==> config.mk <==
export PLATFORM = sky130hd
export DESIGN_NAME = click_type_blink_rate_selector
export DESIGN_NICKNAME = d
export VERILOG_FILES = /design/src/hw/rtl/ctbrs_pkg.sv /design/src/hw/rtl/click_type_blink_rate_selector.sv /design/src/hw/rtl/ctbrs_step.sv
export VERILOG_INCLUDE_DIRS = /design/src /design/src/hw/rtl
export SDC_FILE = /design/constraint.sdc
export NUM_CORES = 1
export LEC_CHECK = 0
export BUFFER_PORTS_ARGS = -buffer_cell sky130_fd_sc_hd__buf_2
export CAP_MARGIN = 20
export CORE_MARGIN = 3
export CORE_UTILIZATION = 55
export CTS_CLUSTER_SIZE = 20
export DETAILED_ROUTE_END_ITERATION = 6
export PLACE_DENSITY = 0.77
export SLEW_MARGIN = 10
export SYNTH_ARGS = -nofsm -noshare
export SYNTH_HDL_FRONTEND = slang
export SYNTH_SLANG_ARGS = --single-unit
export TNS_END_PERCENT = 50
==> constraint.sdc <==
create_clock -name clk -period 3.2 [get_ports clk]
set_input_delay 0.32 -clock clk [delete_from_list [all_inputs] [get_ports clk]]
set_output_delay 0.32 -clock clk [all_outputs]
set_load 0.03 [all_outputs]
==> src/hw/rtl/click_type_blink_rate_selector_defines.svh <==
// ----------------------------------------------------------------------------
// Click type blink rate selector - assertion macros
// Concurrent assertion helpers; they compile to nothing under SYNTHESIS.
// ----------------------------------------------------------------------------
`ifndef CLICK_TYPE_BLINK_RATE_SELECTOR_DEFINES_SVH
`define CLICK_TYPE_BLINK_RATE_SELECTOR_DEFINES_SVH

`ifndef SYNTHESIS

// Property on an explicit clock and active-low reset.
`define CTBRS_ASSERT_CLK(lbl, clock, resetn, prop) \
    lbl: assert property (@(posedge clock) disable iff (!resetn) (prop)) \
        else $error("ctbrs assertion failed");

// Property on the block clock and reset.
`define CTBRS_ASSERT(lbl, prop) \
    `CTBRS_ASSERT_CLK(lbl, clk, rst_n, prop)

`else

`define CTBRS_ASSERT_CLK(lbl, clock, resetn, prop)

`define CTBRS_ASSERT(lbl, prop)

`endif

`endif

==> src/hw/rtl/ctbrs_pkg.sv <==
// ----------------------------------------------------------------------------
// ctbrs_pkg
// Types and codes shared by the click type blink rate selector.
// ----------------------------------------------------------------------------
package ctbrs_pkg;

    // click phase codes
    localparam logic [2:0] PH_IDLE   = 3'd0;
    localparam logic [2:0] PH_REL1   = 3'd1;
    localparam logic [2:0] PH_WINDOW = 3'd2;
    localparam logic [2:0] PH_REL2   = 3'd3;
    localparam logic [2:0] PH_COOL   = 3'd4;

    // click event codes
    localparam logic [1:0] EV_NONE   = 2'd0;
    localparam logic [1:0] EV_SINGLE = 2'd1;
    localparam logic [1:0] EV_DOUBLE = 2'd2;

    // register indexes
    localparam logic [2:0] REG_RATE_PERIOD_0 = 3'd0;
    localparam logic [2:0] REG_RATE_PERIOD_1 = 3'd1;
    localparam logic [2:0] REG_RATE_PERIOD_2 = 3'd2;
    localparam logic [2:0] REG_RATE_PERIOD_3 = 3'd3;
    localparam logic [2:0] REG_DOUBLE_WINDOW = 3'd4;
    localparam logic [2:0] REG_COOLDOWN      = 3'd5;

    // register reset values
    localparam logic [15:0] RATE_PERIOD_0_RST = 16'd250;
    localparam logic [15:0] RATE_PERIOD_1_RST = 16'd500;
    localparam logic [15:0] RATE_PERIOD_2_RST = 16'd1000;
    localparam logic [15:0] RATE_PERIOD_3_RST = 16'd2000;
    localparam logic [9:0]  DOUBLE_WINDOW_RST = 10'd300;
    localparam logic [9:0]  COOLDOWN_RST      = 10'd50;

    typedef struct packed {
        logic [3:0][15:0] rate_period;
        logic [9:0]       double_window;
        logic [9:0]       cooldown;
    } cfg_t;

    typedef struct packed {
        logic [2:0]  phase;
        logic [9:0]  phase_timer;
        logic [1:0]  sel_index;
        logic [15:0] active_period;
        logic [15:0] blink_timer;
        logic        led_level;
    } state_t;

    typedef struct packed {
        logic [15:0] blink_period;
        logic [1:0]  rate_index;
        logic [1:0]  click_event;
        logic        led_on;
    } result_t;

endpackage

==> src/hw/rtl/click_type_blink_rate_selector.sv <==
// ----------------------------------------------------------------------------
// click_type_blink_rate_selector
// Single/double click detector that steps a blink rate and drives an LED.
// ----------------------------------------------------------------------------
//  channel  | direction | handshake          | payload
//  s_*      | in        | s_tvalid/s_tready  | s_tdata: button_pressed
//  m_*      | out       | m_tvalid/m_tready  | m_tdata: led_on, click_event,
//           |           |                    |          rate_index, blink_period
//  cfg_*    | in        | cfg_valid/cfg_ready| cfg_index, cfg_data
//
//  One tick per cycle unless m_tready stalls: the state update is a single
//  combinational pass from the state registers into the result register.
//  A new tick is taken whenever the result register is empty or drained in
//  the same cycle, so a stalled m_tready stalls s_tready after one result.
//  Reset loads the register defaults and clears the phase machine; the
//  configuration port is always ready.
// ----------------------------------------------------------------------------
`include "click_type_blink_rate_selector_defines.svh"

module click_type_blink_rate_selector
    import ctbrs_pkg::*;
(
    input  logic        clk,
    input  logic        rst_n,

    input  logic        s_tvalid,
    output logic        s_tready,
    input  logic [7:0]  s_tdata,   // [0] button_pressed, [7:1] zero

    output logic        m_tvalid,
    input  logic        m_tready,
    output logic [23:0] m_tdata,   // [0] led_on, [2:1] click_event,
                                   // [4:3] rate_index, [20:5] blink_period, [23:21] zero

    input  logic        cfg_valid,
    output logic        cfg_ready,
    input  logic [2:0]  cfg_index,
    input  logic [15:0] cfg_data
);

    cfg_t    cfg_reg;
    state_t  state_reg;
    state_t  state_next;
    result_t res_next;
    result_t res_reg;
    logic    out_valid_reg;
    logic    s_accept;

    assign cfg_ready = 1'b1;
    assign s_tready  = !out_valid_reg || m_tready;
    assign s_accept  = s_tvalid && s_tready;

    ctbrs_step u_step (
        .cfg            (cfg_reg),
        .cur            (state_reg),
        .button_pressed (s_tdata[0]),
        .nxt            (state_next),
        .res            (res_next)
    );

    always_ff @(posedge clk or negedge rst_n)
    begin
        if (!rst_n)
        begin
            cfg_reg.rate_period[0] <= RATE_PERIOD_0_RST;
            cfg_reg.rate_period[1] <= RATE_PERIOD_1_RST;
            cfg_reg.rate_period[2] <= RATE_PERIOD_2_RST;
            cfg_reg.rate_period[3] <= RATE_PERIOD_3_RST;
            cfg_reg.double_window  <= DOUBLE_WINDOW_RST;
            cfg_reg.cooldown       <= COOLDOWN_RST;
        end
        else if (cfg_valid && cfg_ready)
        begin
            unique case (cfg_index)
                REG_RATE_PERIOD_0: cfg_reg.rate_period[0] <= cfg_data;
                REG_RATE_PERIOD_1: cfg_reg.rate_period[1] <= cfg_data;
                REG_RATE_PERIOD_2: cfg_reg.rate_period[2] <= cfg_data;
                REG_RATE_PERIOD_3: cfg_reg.rate_period[3] <= cfg_data;
                REG_DOUBLE_WINDOW: cfg_reg.double_window  <= cfg_data[9:0];
                REG_COOLDOWN:      cfg_reg.cooldown       <= cfg_data[9:0];
                default:           ; // unmapped index: dropped
            endcase
        end
    end

    always_ff @(posedge clk or negedge rst_n)
    begin
        if (!rst_n)
        begin
            state_reg.phase         <= PH_IDLE;
            state_reg.phase_timer   <= '0;
            state_reg.sel_index     <= '0;
            state_reg.active_period <= RATE_PERIOD_0_RST;
            state_reg.blink_timer   <= '0;
            state_reg.led_level     <= 1'b0;
            out_valid_reg           <= 1'b0;
        end
        else if (s_accept)
        begin
            state_reg     <= state_next;
            out_valid_reg <= 1'b1;
        end
        else if (m_tready)
        begin
            out_valid_reg <= 1'b0;
        end
    end

    always_ff @(posedge clk)
    begin
        if (s_accept)
            res_reg <= res_next;
    end

    assign m_tvalid = out_valid_reg;
    assign m_tdata  = {3'b000, res_reg.blink_period, res_reg.rate_index,
                       res_reg.click_event, res_reg.led_on};

    // a single click steps the index up by one
    `CTBRS_ASSERT(a_single_steps_up,
        s_accept && res_next.click_event == EV_SINGLE |=>
            state_reg.sel_index == $past(state_reg.sel_index) + 2'd1)
    // a decided click restarts the blink counter
    `CTBRS_ASSERT(a_click_clears_blink,
        s_accept && res_next.click_event != EV_NONE |=> state_reg.blink_timer == 16'd0)
    // input stalls only behind a pending result
    `CTBRS_ASSERT(a_stall_needs_result, !s_tready |-> m_tvalid)
    // blink counter stays below its limit
    `CTBRS_ASSERT(a_blink_below_limit,
        state_reg.blink_timer < state_reg.active_period || state_reg.blink_timer == 16'd0)

endmodule

==> src/hw/rtl/ctbrs_step.sv <==
// ----------------------------------------------------------------------------
// ctbrs_step
// One-tick update: click phase machine, rate stepping and LED blink counter.
// ----------------------------------------------------------------------------
module ctbrs_step
    import ctbrs_pkg::*;
(
    input  cfg_t    cfg,
    input  state_t  cur,
    input  logic    button_pressed,
    output state_t  nxt,
    output result_t res
);

    logic [1:0]  ev;
    logic [9:0]  pt_inc;
    logic        win_hit;
    logic [15:0] limit;
    logic [16:0] bt_inc;

    assign pt_inc  = cur.phase_timer + 10'd1;
    assign win_hit = ({1'b0, cur.phase_timer} + 11'd1) >= {1'b0, cfg.double_window};
    // a zero half-period times like one
    assign limit   = (cur.active_period == 16'd0) ? 16'd1 : cur.active_period;
    assign bt_inc  = {1'b0, cur.blink_timer} + 17'd1;

    always_comb
    begin
        nxt = cur;
        ev  = EV_NONE;

        unique case (cur.phase)
            PH_REL1:
            begin
                if (!button_pressed)
                begin
                    nxt.phase       = PH_WINDOW;
                    nxt.phase_timer = '0;
                end
            end
            PH_WINDOW:
            begin
                if (button_pressed)
                    nxt.phase = PH_REL2;
                else if (win_hit)
                    ev = EV_SINGLE;
                else
                    nxt.phase_timer = pt_inc;
            end
            PH_REL2:
            begin
                if (!button_pressed)
                    ev = EV_DOUBLE;
            end
            PH_COOL:
            begin
                if (pt_inc >= cfg.cooldown)
                begin
                    nxt.phase       = PH_IDLE;
                    nxt.phase_timer = '0;
                end
                else
                begin
                    nxt.phase_timer = pt_inc;
                end
            end
            default:
            begin
                // idle and unused codes: a press enters REL1, else the phase goes to idle
                nxt.phase = button_pressed ? PH_REL1 : PH_IDLE;
            end
        endcase

        if (ev != EV_NONE)
        begin
            nxt.sel_index     = (ev == EV_SINGLE) ? cur.sel_index + 2'd1 : cur.sel_index - 2'd1;
            nxt.active_period = cfg.rate_period[nxt.sel_index];
            nxt.blink_timer   = '0;
            nxt.phase_timer   = '0;
            nxt.phase         = (cfg.cooldown == 10'd0) ? PH_IDLE : PH_COOL;
        end
        else if (bt_inc >= {1'b0, limit})
        begin
            nxt.led_level   = ~cur.led_level;
            nxt.blink_timer = '0;
        end
        else
        begin
            nxt.blink_timer = bt_inc[15:0];
        end

        res.led_on       = nxt.led_level;
        res.click_event  = ev;
        res.rate_index   = nxt.sel_index;
        res.blink_period = nxt.active_period;
    end

endmodule
== Yosys cells after proc, flatten, opt, wreduce, memory -nomap -nowiden ==
Cells that the tools add are included.
Widths: inputs -> output; s select.
Word-level totals
  bits in registers: 154
  input bits: 32
  output and inout bits: 27
  logic and storage cells: 85
Cells by class
  add/sub/neg operators: 5
  order comparisons: 4
  eq/ne operators: 16
  multiplexer cells: 25
  bitwise gates (word level): 1
  reduce and logical (&&, ||, !) cells: 17
Operators with widths (count)
  $mux 16: 4
  $bmux 16 s2: 1
  $mux 31: 1
  $mux 10: 3
  $pmux 10 s3: 1
  $add 16x1->17 const B: 1
  $ge 17x16->1: 1
  $logic_not 16->1: 1
  $mux 13: 1
  $eq 3x2->1 const B: 4
  $pmux 3 s4: 1
  $reduce_and 2->1: 6
  $add 10x1->11 const B: 1
  $ge 11x10->1: 1
  $add 10x1->10 const B: 1
  $ge 10x10->1: 1
  $logic_not 10->1: 1
  $reduce_and 5->1: 2
  $eq 3x3->1 const B: 3
  $mux 3: 3
  $ne 3x2->1 const B: 3
  $eq 3x1->1 const B: 2
  $mux 1: 6
  $mux 2: 3
  other kinds (15): 16

== Depth between registers and ports, before layout ==
  depth after elaboration: 10
  gate-level depth with buffers: 15
  mapped depth without buffers: 13

== Modules after synthesis ==
Synthesis repeated with hierarchy kept, for this count alone.
Unflattened totals
  cells, all modules: 724
  area total of the unflattened synthesis: 8818.5 µm²
Modules (own cells, without submodules)
  click_type_blink_rate_selector: times used 1, cells an instance 316, area an instance 5753.0 µm², sequential area each 4005.1 µm²
  ctbrs_step: times used 1, cells an instance 408, area an instance 3065.4 µm², sequential area each 0.0 µm²

== Worst setup path before layout ==
Ideal clock, no wire load.
  path kind: flip-flop to flip-flop
  start point: reg state_reg[1] (netlist bit)
  end point: reg res_reg, in the netlist m_tdata[0] (data pin)
  library setup time: 0.258 ns
  arrival: 2.922 ns
  path slack: 0.020 ns
  cell stages (with the launch flop): 15
  cells stage by stage: dfrtp_1 > ha_1 > nand3_1 > nor3_2 > nand3_1 > xnor2_1 > ha_1 > and2_1 > nand3_1 > o41ai_1 > nor4_1 > o21ai_2 > buf_2 > nand2_1 > xnor2_1
RTL lines
  start, declared: line click_type_blink_rate_selector.sv:42  | state_t state_reg;
  start signal, assigned: line click_type_blink_rate_selector.sv:100  | state_reg <= state_next;
  end signal, assigned: line click_type_blink_rate_selector.sv:112  | res_reg <= res_next;
  end, declared: line click_type_blink_rate_selector.sv:45  | result_t res_reg;

==> impl_metrics.tcl <==
set metrics [dict create \
    pwr-share-seq_pct 35.9 \
    hold_path_class "in2reg" \
    insertion_delay_ns 0.43 \
    period_share_pct 98.9 \
    cts_root_buf "clkbuf_16" \
    fin_area_um2 10500 \
    via_count 6888 \
    cts.sinks 154 \
    p_leak_nw 4.56 \
    critPathKind "reg2reg" \
    p_comb_share_pct 42.0 \
    r2r_cells 13 \
    die_x_um 133 \
    h-tree-depth 4 \
    grt_usage_pct 23.5 \
    antenna_found_initial 0 \
    slew_headroom_pct 44.6 \
    grt_max_degree 62 \
    yosys.cell_count.top_type "dfrtp_1" \
    crit_chain "ha_2 > and4_4 > nand4_1 > xnor2_2 > ha_1 > nand3_2 > nor2_4 > nand4b_1 > a2111o_1 > o41ai_4 > buf_4 > a221oi_2 > a31oi_1" \
    switching_share_pct 37.9 \
    worstPathArrival_ns 3.42 \
    drt_pass1_iterations 6 \
    via_per_inst 5.99 \
    final_util_pct 68.0 \
    switchingPower_mw 3.25 \
    largest_reg_flops 84 \
    nNetsFinal 995 \
    synth_edf_count 21 \
    port_buffers 47 \
    min-delay-start "s_tvalid" \
    synthCells 841 \
    drv_slew 0 \
    r2r-start "state_reg[36]" \
    holdPathStages 2 \
    drt_iter0_drc 467 \
    cts_buffer_depth 2 \
    rrSetupSlack_ns 0.03 \
    clk_pin_slew_ns 0.06 \
    n_antenna_cell 0 \
    die_area_um2 17600 \
    synth-main-ff-cell "dfrtp_1" \
    rsz0062_at_grt "yes" \
    power.internal_mw 5.33 \
    drv_cap 0 \
    fin_setup_tns_ns 0 \
    power.density_nw_per_um2 818 \
    place.gp.congestion 0.891 \
    hold_slack_ns 0.123 \
    drcViolationCount 0 \
    ios 59 \
    placed_area_um2 9540 \
    synthTopCellsByCount "dfrtp_1 (96), mux2_2 (92), nand2_1 (79)" \
    yosys_warnings 0 \
    holdPathEnd "m_tvalid" \
    hold_viol 0 \
    post_drt_wl_per_cell_um 18.0 \
    grt_pass1_vias 6470 \
    yosysTopAreaCellShare_pct 27.2 \
    dieHeight_um 133 \
    wl_um 20700 \
    status "finished, final reports clean" \
    cts_tree "yes" \
    grt_pass1_wl_um 33500 \
    area_growth_syn_to_layout_pct 18.9 \
    power_frac_clock_pct 22.0 \
    numCtsBuffers 17 \
    crit_path_max_incr_delay_ns 0.50 \
    start_util_pct 57.2 \
    yosys.area.top_type "dfrtp_1" \
    synth_area_um2 8830 \
    total_power_mw 8.58 \
    vdd_ir_drop_max_mv 0.523 \
    hpwl_um 14300 \
    synth.area.top_cells "dfrtp_1 (27%), mux2_2 (12%), dfstp_2 (11%), edfxtp_1 (7.1%), ha_1 (5.4%)" \
    required_ns 3.45 \
    finClkSkew_ns 0.00956 \
    min_period_ns 3.17 \
    end_kind "register" \
    max_freq_mhz 316 \
    grt_overflow 0 \
    core_um2 15400 \
    rows 45 \
    synthArstFlopShare_pct 86.4 \
    synth_cell_types 69 \
    crit_slowest_cell "a2111o_1" \
    worst_pin_slew_ns 0.828 \
    antenna_left 0 \
    avgSynthCellArea_um2 10.5 \
    ys_ff_latch 154 \
    worstReg2RegEnd "m_tdata[9]" \
    ys_seq_area_share_pct 45.4 \
    setup_violations 0 \
    crit_fanout 5 \
    drive_above_1_share_pct 36.0 \
    startpoint_type "register" \
]
metal layers:
| metal | wire length (um) | up-vias | GRT usage, % |
|---|---|---|---|
| met5 | 0 | - | 0 |
| met4 | 304 | 0 | 6.58 |
| met3 | 991 | 25 | 4.45 |
| met2 | 9600 | 236 | 35.5 |
| met1 | 9820 | 3392 | 34.9 |
| li1 | - | 3235 | - |
cells in the final DEF, fill, tap and decap left out, types with 5 or more instances in the layout:
master and n:
a31oi_1 49, o31ai_1 5, nor2_1 41, nand2_1 78
buf_4 53, buf_2 47, nor3_1 20, dfstp_2 37
nor4_1 6, mux2i_1 17, dfrtp_2 9, a221oi_2 13
a21o_1 6, a21oi_1 43, xor2_1 7, edfxtp_1 21
nand2b_1 12, xnor2_1 16, clkbuf_16 17, nand3_1 20
ha_1 35, a22o_1 6, inv_1 38, mux2_2 92
nand4_1 5, o21ai_0 37, dfrtp_1 87, nor2b_1 6
kinds of logic after synthesis:
| kind of cell | after synthesis | share of synthesized area, % |
|---|---|---|
| compound gates | 195 | 15.4 |
| xor+xnor | 28 | 2.78 |
| fa+ha+maj | 38 | 5.39 |
| buf+inv | 86 | 4.32 |
| flops | 154 | 45.4 |
| mux | 110 | 13.8 |
| other cells | 2 | 0.0851 |
| simple gates | 228 | 12.8 |
power groups by stage:
stage	Combinational, mW	Clock, mW	Sequential [mW]
3_5_place_dp	3.24	0	3.08
4_1_cts	3.34	1.91	3.05
5_1_grt	3.93	2.00	3.15
3_3_place_gp	3.14	0	3.07
2_1_floorplan	2.33	0	3.06
6_report	3.61	1.89	3.09
timing repair:
action	4_1_cts	5_1_grt
gates resized for setup	15	53
buffers inserted	3	5
endpoints found under the hold margin	16	0
hold buffers	1	0
gates cloned	0	1
pin swaps	4	33
endpoints found under the setup margin	31	60
through the flow:
step                      setup slack [ns]  std cells
after floorplan                     0.0201        843
after global placement             -0.0457       1106
after detailed placement            -0.124       1106
after CTS                          0.00230       1142
after global routing               -0.0713       1149
final                               0.0341       1149
critical path, delay by kind of cell (launching register included):
kind	cells	cell delay [ns]
compound gates	4	0.92
xor+xnor	1	0.18
fa+ha+maj	2	0.52
buf+inv	1	0.21
flops	1	0.36
simple gates	5	0.81
worst max path at each step:
stage | slack [ns] | endpoint | cells past startpoint | start
5_1_grt | -0.07 | m_tdata[9] | 13 | state_reg[36]
3_3_place_gp | -0.05 | m_tdata[15] | 13 | state_reg[36]
2_1_floorplan | 0.02 | m_tdata[0] | 14 | state_reg[1]
3_5_place_dp | -0.12 | m_tdata[14] | 13 | state_reg[36]
4_1_cts | 0.002 | m_tdata[10] | 13 | state_reg[36]
6_report | 0.03 | m_tdata[9] | 13 | state_reg[36]
final cells by class:
| class | count | area [um2] |
|---|---|---|
| fill | 1154 | 4930 |
| multi-input combinational | 603 | 4750 |
| sequential | 154 | 4020 |
| timing repair buffer | 108 | 757 |
| clock buffer | 22 | 454 |
| tap | 211 | 264 |
| inverter | 41 | 154 |
| clock inverter | 10 | 92.6 |
No activity file was read; power rests on OpenSTA's default activity.
